### src/hw/rtl/cidf_pkg.sv
// ----------------------------------------------------------------------------
// CAN ID range filter package
// Sizes, codes and the token type that walks the slot chain.
// ----------------------------------------------------------------------------
`timescale 1ns / 1ps

package cidf_pkg;

  localparam int NUM_SLOTS = 8;
  localparam int ID_W      = 29;
  localparam int LEN_W     = 4;
  localparam int CNT_W     = $clog2(NUM_SLOTS + 1);

  localparam logic [LEN_W-1:0] MIN_LEN = LEN_W'(1);
  localparam logic [LEN_W-1:0] MAX_LEN = LEN_W'(8);

  typedef enum logic [1:0] {
    KIND_CHECK  = 2'd0,
    KIND_ADD    = 2'd1,
    KIND_REMOVE = 2'd2,
    KIND_NONE   = 2'd3
  } kind_e;

  typedef enum logic [1:0] {
    ST_OK      = 2'd0,
    ST_INVALID = 2'd1,
    ST_FULL    = 2'd2
  } status_e;

  typedef enum logic [1:0] {
    CELL_PROBE  = 2'd0,
    CELL_INSERT = 2'd1,
    CELL_REMOVE = 2'd2
  } cell_op_e;

  typedef struct packed {
    logic            vld;
    cell_op_e        op;
    logic [ID_W-1:0] lo;
    logic [ID_W-1:0] hi;
    logic            hit;
    logic            done;
  } token_t;

endpackage

### src/hw/rtl/cidf_if.sv
// ----------------------------------------------------------------------------
// CAN ID range filter channels
// Valid/ready channels for command words and result words.
// ----------------------------------------------------------------------------
`timescale 1ns / 1ps

interface cidf_in_if;
  import cidf_pkg::*;

  logic             valid;
  logic             ready;
  logic [1:0]       kind;
  logic [ID_W-1:0]  frame_id;
  logic [LEN_W-1:0] frame_length;
  logic [ID_W-1:0]  range_low;
  logic [ID_W-1:0]  range_high;

  modport source (output valid, kind, frame_id, frame_length, range_low, range_high,
                  input ready);
  modport sink (input valid, kind, frame_id, frame_length, range_low, range_high,
                output ready);
endinterface

interface cidf_out_if;
  logic       valid;
  logic       ready;
  logic       accept;
  logic [1:0] status;
  logic       flush_queue;

  modport source (output valid, accept, status, flush_queue, input ready);
  modport sink (input valid, accept, status, flush_queue, output ready);
endinterface

### src/hw/rtl/cidf_cell.sv
// ----------------------------------------------------------------------------
// CAN ID range filter cell
// Holds one range slot and updates the token passing through it.
// ----------------------------------------------------------------------------
`timescale 1ns / 1ps

module cidf_cell (
  input  logic            clk_i,
  input  logic            rst_ni,
  input  cidf_pkg::token_t tok_i,
  output cidf_pkg::token_t tok_o
);
  import cidf_pkg::*;

  logic            valid_q;
  logic [ID_W-1:0] low_q;
  logic [ID_W-1:0] high_q;
  token_t          tok_q;
  token_t          tok_d;
  logic            covered;
  logic            exact;
  logic            wr_set;
  logic            wr_clr;

  assign covered = valid_q && (tok_i.lo >= low_q) && (tok_i.hi <= high_q);
  assign exact   = valid_q && (tok_i.lo == low_q) && (tok_i.hi == high_q);

  always_comb begin
    tok_d  = tok_i;
    wr_set = 1'b0;
    wr_clr = 1'b0;
    if (tok_i.vld) begin
      unique case (tok_i.op)
        CELL_PROBE: begin
          tok_d.hit = tok_i.hit | covered;
        end
        CELL_INSERT: begin
          if (!valid_q && !tok_i.done) begin
            wr_set     = 1'b1;
            tok_d.done = 1'b1;
          end
        end
        CELL_REMOVE: begin
          if (exact && !tok_i.done) begin
            wr_clr     = 1'b1;
            tok_d.done = 1'b1;
          end
        end
        default: begin
          tok_d = tok_i;
        end
      endcase
    end
  end

  always_ff @(posedge clk_i or negedge rst_ni) begin
    if (!rst_ni) begin
      valid_q <= 1'b0;
      tok_q   <= '0;
    end else begin
      tok_q <= tok_d;
      if (wr_set) begin
        valid_q <= 1'b1;
      end else if (wr_clr) begin
        valid_q <= 1'b0;
      end
    end
  end

  always_ff @(posedge clk_i) begin
    if (wr_set) begin
      low_q  <= tok_i.lo;
      high_q <= tok_i.hi;
    end
  end

  assign tok_o = tok_q;

endmodule

### src/hw/rtl/can_id_range_acceptance_filter_core.sv
// Checks and removes walk the slot chain once; an add not covered by a stored range walks
// it twice. Invalid ranges, unused kinds and checks on an empty table skip the chain and
// go straight to the emit state. Input ready returns in the same cycle as the result
// enters the output register. The token stepping one cell per cycle sets the walk time.
// Reset clears every slot valid bit and token register, the filter count, the state and the output valid flag.
// ----------------------------------------------------------------------------
// CAN ID range acceptance filter core
// Controller and chain of slot cells for range checks, adds and removes.
// ----------------------------------------------------------------------------
`timescale 1ns / 1ps

module can_id_range_acceptance_filter_core (
  input logic clk_i,
  input logic rst_ni,
  cidf_in_if.sink    in_i,
  cidf_out_if.source out_o
);
  import cidf_pkg::*;

  typedef enum logic [2:0] {
    S_IDLE = 3'b001,
    S_WALK = 3'b010,
    S_EMIT = 3'b100
  } state_e;

  state_e     state_q, state_d;
  logic [CNT_W-1:0] cnt_q, cnt_d;
  kind_e      kind_q, kind_d;
  logic       len_ok_q, len_ok_d;
  logic       res_accept_q, res_accept_d;
  status_e    res_status_q, res_status_d;
  logic       res_flush_q, res_flush_d;
  logic       out_vld_q, out_vld_d;
  logic       out_accept_q;
  status_e    out_status_q;
  logic       out_flush_q;
  logic       in_fire;
  logic       out_free;
  token_t     head;
  token_t     tok [NUM_SLOTS+1];
  token_t     tail;

  assign in_i.ready = rst_ni && (state_q == S_IDLE);
  assign in_fire    = in_i.valid && in_i.ready;
  assign out_free   = !out_vld_q || out_o.ready;
  assign tok[0]     = head;
  assign tail       = tok[NUM_SLOTS];

  for (genvar k = 0; k < NUM_SLOTS; k++) begin : g_cell
    cidf_cell u_cell (
      .clk_i (clk_i),
      .rst_ni(rst_ni),
      .tok_i (tok[k]),
      .tok_o (tok[k+1])
    );
  end

  always_comb begin
    state_d      = state_q;
    cnt_d        = cnt_q;
    kind_d       = kind_q;
    len_ok_d     = len_ok_q;
    res_accept_d = res_accept_q;
    res_status_d = res_status_q;
    res_flush_d  = res_flush_q;
    head         = '0;
    unique case (state_q)
      S_IDLE: begin
        if (in_fire) begin
          kind_d       = kind_e'(in_i.kind);
          len_ok_d     = (in_i.frame_length >= MIN_LEN) && (in_i.frame_length <= MAX_LEN);
          res_accept_d = 1'b0;
          res_status_d = ST_OK;
          res_flush_d  = 1'b0;
          case (kind_e'(in_i.kind))
            KIND_CHECK: begin
              if (cnt_q == '0) begin
                res_accept_d = 1'b1;
                state_d      = S_EMIT;
              end else begin
                head.vld = 1'b1;
                head.op  = CELL_PROBE;
                head.lo  = in_i.frame_id;
                head.hi  = in_i.frame_id;
                state_d  = S_WALK;
              end
            end
            KIND_ADD, KIND_REMOVE: begin
              if (in_i.range_low > in_i.range_high) begin
                res_status_d = ST_INVALID;
                state_d      = S_EMIT;
              end else begin
                head.vld = 1'b1;
                head.op  = (kind_e'(in_i.kind) == KIND_ADD) ? CELL_PROBE : CELL_REMOVE;
                head.lo  = in_i.range_low;
                head.hi  = in_i.range_high;
                state_d  = S_WALK;
              end
            end
            default: begin
              state_d = S_EMIT;
            end
          endcase
        end
      end
      S_WALK: begin
        if (tail.vld) begin
          case (tail.op)
            CELL_PROBE: begin
              if (kind_q == KIND_CHECK) begin
                res_accept_d = tail.hit && len_ok_q;
                state_d      = S_EMIT;
              end else if (tail.hit) begin
                state_d = S_EMIT;
              end else begin
                head      = tail;
                head.op   = CELL_INSERT;
                head.hit  = 1'b0;
                head.done = 1'b0;
              end
            end
            CELL_INSERT: begin
              if (tail.done) begin
                cnt_d       = cnt_q + CNT_W'(1);
                res_flush_d = 1'b1;
              end else begin
                res_status_d = ST_FULL;
              end
              state_d = S_EMIT;
            end
            CELL_REMOVE: begin
              if (tail.done) begin
                cnt_d = cnt_q - CNT_W'(1);
              end
              res_flush_d = 1'b1;
              state_d     = S_EMIT;
            end
            default: begin
              state_d = S_EMIT;
            end
          endcase
        end
      end
      S_EMIT: begin
        if (out_free) begin
          state_d = S_IDLE;
        end
      end
      default: begin
        state_d = S_IDLE;
      end
    endcase
  end

  always_comb begin
    out_vld_d = out_vld_q;
    if ((state_q == S_EMIT) && out_free) begin
      out_vld_d = 1'b1;
    end else if (out_o.ready) begin
      out_vld_d = 1'b0;
    end
  end

  always_ff @(posedge clk_i or negedge rst_ni) begin
    if (!rst_ni) begin
      state_q   <= S_IDLE;
      cnt_q     <= '0;
      out_vld_q <= 1'b0;
    end else begin
      state_q   <= state_d;
      cnt_q     <= cnt_d;
      out_vld_q <= out_vld_d;
    end
  end

  always_ff @(posedge clk_i) begin
    kind_q       <= kind_d;
    len_ok_q     <= len_ok_d;
    res_accept_q <= res_accept_d;
    res_status_q <= res_status_d;
    res_flush_q  <= res_flush_d;
    if ((state_q == S_EMIT) && out_free) begin
      out_accept_q <= res_accept_q;
      out_status_q <= res_status_q;
      out_flush_q  <= res_flush_q;
    end
  end

  assign out_o.valid       = out_vld_q;
  assign out_o.accept      = out_accept_q;
  assign out_o.status      = out_status_q;
  assign out_o.flush_queue = out_flush_q;

endmodule

### src/flat_wrapper.sv
// flat-port wrapper written by rule: the top's interface ports become plain ports
module can_id_range_acceptance_filter_core_flat import cidf_pkg::*;
  (clk_i, rst_ni, in_i_valid, in_i_kind, in_i_frame_id, in_i_frame_length, in_i_range_low, in_i_range_high, in_i_ready, out_o_valid, out_o_accept, out_o_status, out_o_flush_queue, out_o_ready);
  cidf_in_if in_i_i ();
  cidf_out_if out_o_i ();
  input logic clk_i;
  input logic rst_ni;
  input wire logic [$bits(in_i_i.valid)-1:0] in_i_valid;
  input wire logic [$bits(in_i_i.kind)-1:0] in_i_kind;
  input wire logic [$bits(in_i_i.frame_id)-1:0] in_i_frame_id;
  input wire logic [$bits(in_i_i.frame_length)-1:0] in_i_frame_length;
  input wire logic [$bits(in_i_i.range_low)-1:0] in_i_range_low;
  input wire logic [$bits(in_i_i.range_high)-1:0] in_i_range_high;
  output wire logic [$bits(in_i_i.ready)-1:0] in_i_ready;
  output wire logic [$bits(out_o_i.valid)-1:0] out_o_valid;
  output wire logic [$bits(out_o_i.accept)-1:0] out_o_accept;
  output wire logic [$bits(out_o_i.status)-1:0] out_o_status;
  output wire logic [$bits(out_o_i.flush_queue)-1:0] out_o_flush_queue;
  input wire logic [$bits(out_o_i.ready)-1:0] out_o_ready;
  assign in_i_i.valid = in_i_valid;
  assign in_i_i.kind = in_i_kind;
  assign in_i_i.frame_id = in_i_frame_id;
  assign in_i_i.frame_length = in_i_frame_length;
  assign in_i_i.range_low = in_i_range_low;
  assign in_i_i.range_high = in_i_range_high;
  assign in_i_ready = in_i_i.ready;
  assign out_o_valid = out_o_i.valid;
  assign out_o_accept = out_o_i.accept;
  assign out_o_status = out_o_i.status;
  assign out_o_flush_queue = out_o_i.flush_queue;
  assign out_o_i.ready = out_o_ready;
  can_id_range_acceptance_filter_core u_core (.clk_i(clk_i), .rst_ni(rst_ni), .in_i(in_i_i), .out_o(out_o_i));
endmodule
### config.mk
export PLATFORM = sky130hd
export DESIGN_NAME = can_id_range_acceptance_filter_core_flat
export DESIGN_NICKNAME = d
export VERILOG_FILES = /design/src/hw/rtl/cidf_pkg.sv /design/src/hw/rtl/cidf_if.sv /design/src/hw/rtl/cidf_cell.sv /design/src/hw/rtl/can_id_range_acceptance_filter_core.sv /design/src/flat_wrapper.sv
export SDC_FILE = /design/constraint.sdc
export NUM_CORES = 2
export LEC_CHECK = 0
export ABC_AREA = 1
export BUFFER_PORTS_ARGS = -buffer_cell sky130_fd_sc_hd__buf_2
export CELL_PAD_IN_SITES_DETAIL_PLACEMENT = 2
export CELL_PAD_IN_SITES_GLOBAL_PLACEMENT = 2
export CORE_MARGIN = 8
export CORE_UTILIZATION = 44
export CTS_CLUSTER_SIZE = 28
export DETAILED_ROUTE_END_ITERATION = 16
export GPL_ROUTABILITY_DRIVEN = 1
export HOLD_SLACK_MARGIN = 0.02
export PLACE_DENSITY_LB_ADDON = 0.3
export SLEW_MARGIN = 5
export SYNTH_ARGS = -nofsm -noshare
export SYNTH_HDL_FRONTEND = slang
export SYNTH_SLANG_ARGS = --single-unit
### constraint.sdc
create_clock -name clk_i -period 6.2 [get_ports clk_i]
set_input_delay 0.31 -clock clk_i [delete_from_list [all_inputs] [get_ports clk_i]]
set_output_delay 0.31 -clock clk_i [all_outputs]
set_load 0.01 [all_outputs]
# After elaboration in Yosys (flattened, before gate mapping)
# Cells that the tools add are included.
# classes
reduce_logical	101
n_lt_le_gt_ge	19
bitwise_logic	8
n_eq_ne	51
muxes	149
n_addsub	2
# op_table
op	n
63-bit 2-to-1 mux	12
29-bit equality test	16
61-bit case mux with 2 select lines	2
29-bit greater-or-equal comparator	8
29-bit less-or-equal comparator	8
61-bit 2-to-1 mux	3
1-bit 2-to-1 mux	100
1-bit logical AND	53
29-bit > comparator	1
3-bit 2-to-1 mux	8
2-bit zero test	11
1-bit case mux with 2 select lines	11
2-bit nonzero test	11
2-bit by 1-bit equality test with 1-bit output (second input constant)	10
2-bit equality test (second input constant)	10
5-bit AND reduction	4
1-bit zero test	17
2-bit 2-to-1 mux	7
2-bit inequality test (second input constant)	6
3-bit case mux with 3 select lines	1
4-bit 2-to-1 mux	2
1-bit bitwise OR	8
4-bit case mux with 2 select lines	1
2-bit by 1-bit inequality test with 1-bit output (second input constant)	3
other kinds (16)	17
# totals
elab_cells	413
register_bits	995

# Depth between registers and ports, before layout
# depth
depth_word	15
ltp_mapped	28
mapped_depth_nobuf	27

# Hierarchy
# A second synthesis with hierarchy kept.
# unflattened
cells_unflattened	4090
area_unflattened_um2	44747.9
# modules_own_cells
mod	cells_per_inst	n_inst	area_per_inst_um2
cidf_cell (u_core.g_cell[1].u_cell ...)	437	7	5163.7
cidf_cell (u_core.g_cell[0].u_cell)	432	1	5146.2
can_id_range_acceptance_filter_core	599	1	3455.8

# Worst setup path before layout
# No wires, ideal clock.
# synth_path
kind	register to register
from	register u_core.g_cell[1].u_cell.tok_q (netlist bit u_core.g_cell[1].u_cell.tok_o[61])
to	register u_core.g_cell[2].u_cell.high_q[0], enable pin
setup_time_ns	0.548
path_slack_ns	1.043
t_arrival_ns	4.609
synth_period_minus_slack_ns	5.157
path_stages_with_launch	5
path_cell_list	dfrtp_1 -> inv_1 -> ha_1 -> nand2_1 -> nor3_1
# synth_via
elab_chain_len	3
# synth_rtl
item	line_no	rtl
start, declared	cidf_cell.sv:18	token_t tok_q;
start signal, assigned	cidf_cell.sv:61	tok_q <= tok_d;
2-bit by 1-bit equality test with 1-bit output	cidf_cell.sv:33	unique case (tok_i.op)
1-bit 2-to-1 mux	cidf_cell.sv:33	
1-bit 2-to-1 mux	cidf_cell.sv:32	if (tok_i.vld) begin
named net u_core.g_cell[2].u_cell.wr_set	cidf_cell.sv:22	logic wr_set;
end signal, assigned	cidf_cell.sv:73	high_q <= tok_i.hi;
end, declared	cidf_cell.sv:17	logic [ID_W-1:0] high_q;
# The timed path passes the listed nets, and every way through them passes these cells.
# A chain may end at the register's enable or synchronous reset.

==> flow_summary_export.csv <==
group,metric,value,unit
hold_path,hp-class,"in2reg",
routing,wl_per_cell,27.06,um
outcome,status,"finished clean",
routing,drt_iter0_drc,2045,
clock_tree,cts_max_path_buffers,3,
global_route,grt_max_degree,143,
logic_synthesis,syn_area,0.04345,sq mm
sta,fin_crit_sh,71.07,%
floorplan,ios,103,
clock_tree,numCtsBuffers,106,
placement,gp_congestion,0.8576,
sta,final_hold_viol_count,0,
finish,syn2layout_area_growth,13.09,%
logic_synthesis,synth_top_cell_by_area,"edfxtp_1",
clock_tree,root_buffer,"clkbuf_16",
clock_tree,clk_pin_slew,0.06,ns
logic_synthesis,yosysUniqueCellTypes,54,
logic_synthesis,ys.flop_type,"dfrtp_1",
floorplan,core_area,0.09813,sq mm
clock_tree,clock-sinks,995,
logic_synthesis,yosysSeqAreaShare,62.78,%
sta,fin_crit,4.406,ns
floorplan,fp.dieW,330.3,um
power,power_density,289.7,mW/mm^2
routing,drc,0,
power,total_power,14.23,mW
critical_path,critPathKind,"in2reg",
finish,layout-drive-gt1-share,8.348,%
clock_tree,insertion_delay,0.70,ns
placement,dp_hpwl,102.8,mm
sta,timing.fmax,227.0,MHz
logic_synthesis,synth-async-reset-ratio,52.26,%
sta,rsz0062_at_grt,"no",
floorplan,num_rows,115,
clock_tree,tritoncts,"yes",
sta,tns,0,ns
finish,utilization,50.07,%
routing,drtPass1Iterations,5,
routing,drt_wl_total,142.3,mm
sta,finalSetupViolations,0,
routing,via_count,29140,
clock_tree,htreeDepth,3,
sta,final.setup_skew,0.03030,ns
placement,numPortBuffers,102,
critical_path,endpoint_kind,"flop",
sta,tightest_slew,1.056,ns
global_route,grt_pass1_vias,33090,
logic_synthesis,syn_nets,4280,
logic_synthesis,synthCells,3657,
global_route,overflow,0,
floorplan,start_util,44.28,%
logic_synthesis,synth-seq-cells,995,
critical_path,worstPathRequired,6.81,ns
logic_synthesis,ys_warn_count,0,
sta,max-slew-margin-rel,29.35,%
logic_synthesis,synth_top_cell_area_share,32.83,%
global_route,grt_pass1_wl,213.4,mm
power,p_leak,24.45,nW
routing,ant_nets,0,
critical_path,cp_max_fo,22,
clock_tree,post_cts_buffers,0,
logic_synthesis,synth_edf_count,475,
sta,report.final.slew_viol_count,0,
floorplan,die-area,0.1091,sq mm
critical_path,arrival,5.01,ns
global_route,grt_use_total,26.12,%
global_route,grt_antenna_before_repair,16,
critical_path,crit_path_start_kind,"primary input",
finish,nets,4496,
floorplan,fp.dieH,330.3,um
routing,via_per_inst,5.541,
power,ir_drop,0.2264,mV
flow_run,cap_viol_max_count,0,
logic_synthesis,postSynthAreaPerCell,11.88,sq um
logic_synthesis,synth.area.top_cells,"edfxtp_1, dfrtp_1, ha_1, inv_1, nand2_1",
finish,final.fill_count,9655,
cell type report:
type | instances | area [sq um] | area share [%]
clock buffers | 152 | 3039 | 6.185
flip-flops and latches | 995 | 27280 | 55.51
inverters | 676 | 2537 | 5.164
multi-input cells | 1959 | 13490 | 27.45
repair buffers | 135 | 808.3 | 1.645
well taps | 1287 | 1610 | 3.277
clock inverters | 48 | 364.1 | 0.7410
diodes | 6 | 15.01 | 0.03056
registers in the layout, indices dropped and copies added, names as in the netlist, 2 cells and up:
name,cells
u_core.out_o.status,2
u_core.cnt_q,4
u_core.res_status_q,2
u_core.g_cell.u_cell.tok_o,504
u_core.kind_q,2
u_core.g_cell.u_cell.low_q,232
u_core.g_cell.u_cell.high_q,232
u_core.state_q,3
u_core.g_cell.u_cell.valid_q,8
worst paths after layout:
check / startpoint / endpoint / slack [ns] / depth (start not counted)
hold reg to reg: u_core.g_cell[0].u_cell.tok_o[60] / u_core.g_cell[1].u_cell.tok_o[60] / 0.40 / 0
min in group asynchronous: rst_ni / u_core.g_cell[3].u_cell.tok_o[27] / 0.12 / 2
hold / removal: in_i_range_high[28] / u_core.g_cell[0].u_cell.tok_o[30] / 0.06 / 5
setup / recovery: in_i_range_high[20] / u_core.g_cell[0].u_cell.tok_o[1] / 1.79 / 24
max in group asynchronous: rst_ni / u_core.g_cell[4].u_cell.tok_o[7] / 3.44 / 5
setup reg to reg: u_core.state_q[1] / u_core.g_cell[0].u_cell.valid_q / 1.84 / 19
layout by cell type, fill, tap and decap left out, drive strengths merged, types with 29 or more instances in the layout:
master  count
o21ai     119
nor2      115
clkbuf    152
o22ai      29
buf       129
inv       680
nand3      83
edfxtp    475
clkinv     39
ha        525
dfrtp     519
a21oi     245
nand2     570
nor4       37
nor3       56
nand4      86
per-layer routing:
layer	wire length, um	GRT usage (%)	up-vias	part of all wire (%)
met2	67200	42.74	835	47
met3	8216	3.602	171	5.8
met5	0	0	-	0
li1	-	-	12850	-
met1	63350	36.50	15280	45
met4	3500	7.222	0	2.5
kinds of logic after synthesis:
logic type | count (synthesis) | synth area share [%]
AOI/OAI and AO/OA | 473 | 6.061
xor gates and xnor gates | 4 | 0.08064
adders and majority gates | 526 | 15.16
buffers and inverters | 703 | 6.231
DFF | 995 | 62.78
and+or+nand+nor | 956 | 9.687
where the power goes:
| group | internal, mW | switching, mW |
|---|---|---|
| Clock | 3.57 | 2.73 |
| Sequential | 7.05 | 0.151 |
| Combinational | 0.212 | 0.523 |
| Total | 10.8 | 3.40 |
synthesized netlist by cell type (3+ instances only):
cell      instances
o21bai_1          7
o21ai_1          13
a21o_1            9
clkbuf_1          5
o21a_1            9
o22ai_1          28
and3_1            5
nor3_1           53
a21oi_1         245
nor2_1          109
o31ai_1          10
a211oi_1          6
nand2_1         567
nand3_2          11
inv_1           672
edfxtp_1        475
o221ai_1          5
buf_6             3
nand2_2           3
dfrtp_1         519
o21ai_0         106
a31oi_1           3
ha_1            525
nand4_1          85
a21boi_0          4
buf_2            12
nor2_2            5
inv_2             4
nand3_1          72
o211ai_1         15
nor4_1           37
o211a_1           3
buf_4             4
repair_timing:
item	CTS	global route
hold endpoints to repair	41	0
hold buffers	6	0
gates resized for setup	0	0
worst max-delay path: stages:
cell     delay [ns]
buf_2          0.08
inv_1          0.05
ha_1           0.30
nand2_1        0.07
nor2_1         0.50
nand4_1        0.22
nor2_2         0.17
nand3_1        0.20
nand2_2        0.19
nand2_2        0.44
buf_4          0.41
o22ai_1        0.35
nand2_1        0.12
nand2_1        0.17
ha_1           0.29
a21oi_1        0.28
o21ai_0        0.18
a21oi_1        0.18
nand2_1        0.08
nand2_1        0.06
nand2_1        0.08
nand2_1        0.08
nand4_1        0.08
nor2_1         0.09
metrics by stage:
step / setup WS [ns] / instances / hold WS (ns) / area [sq um]
after CTS: 1.914 / 5252 / 0.03634 / 49120
after floorplan: 1.043 / 3657 / 0.01441 / 43450
after global placement: 1.753 / 5046 / 0.2370 / 45660
after global routing: 1.497 / 5254 / 0.1047 / 49130
final: 1.794 / 5258 / 0.05878 / 49140
after detailed placement: 1.373 / 5046 / 0.2432 / 45660
Note: power is estimated with default switching activity, not from simulation.
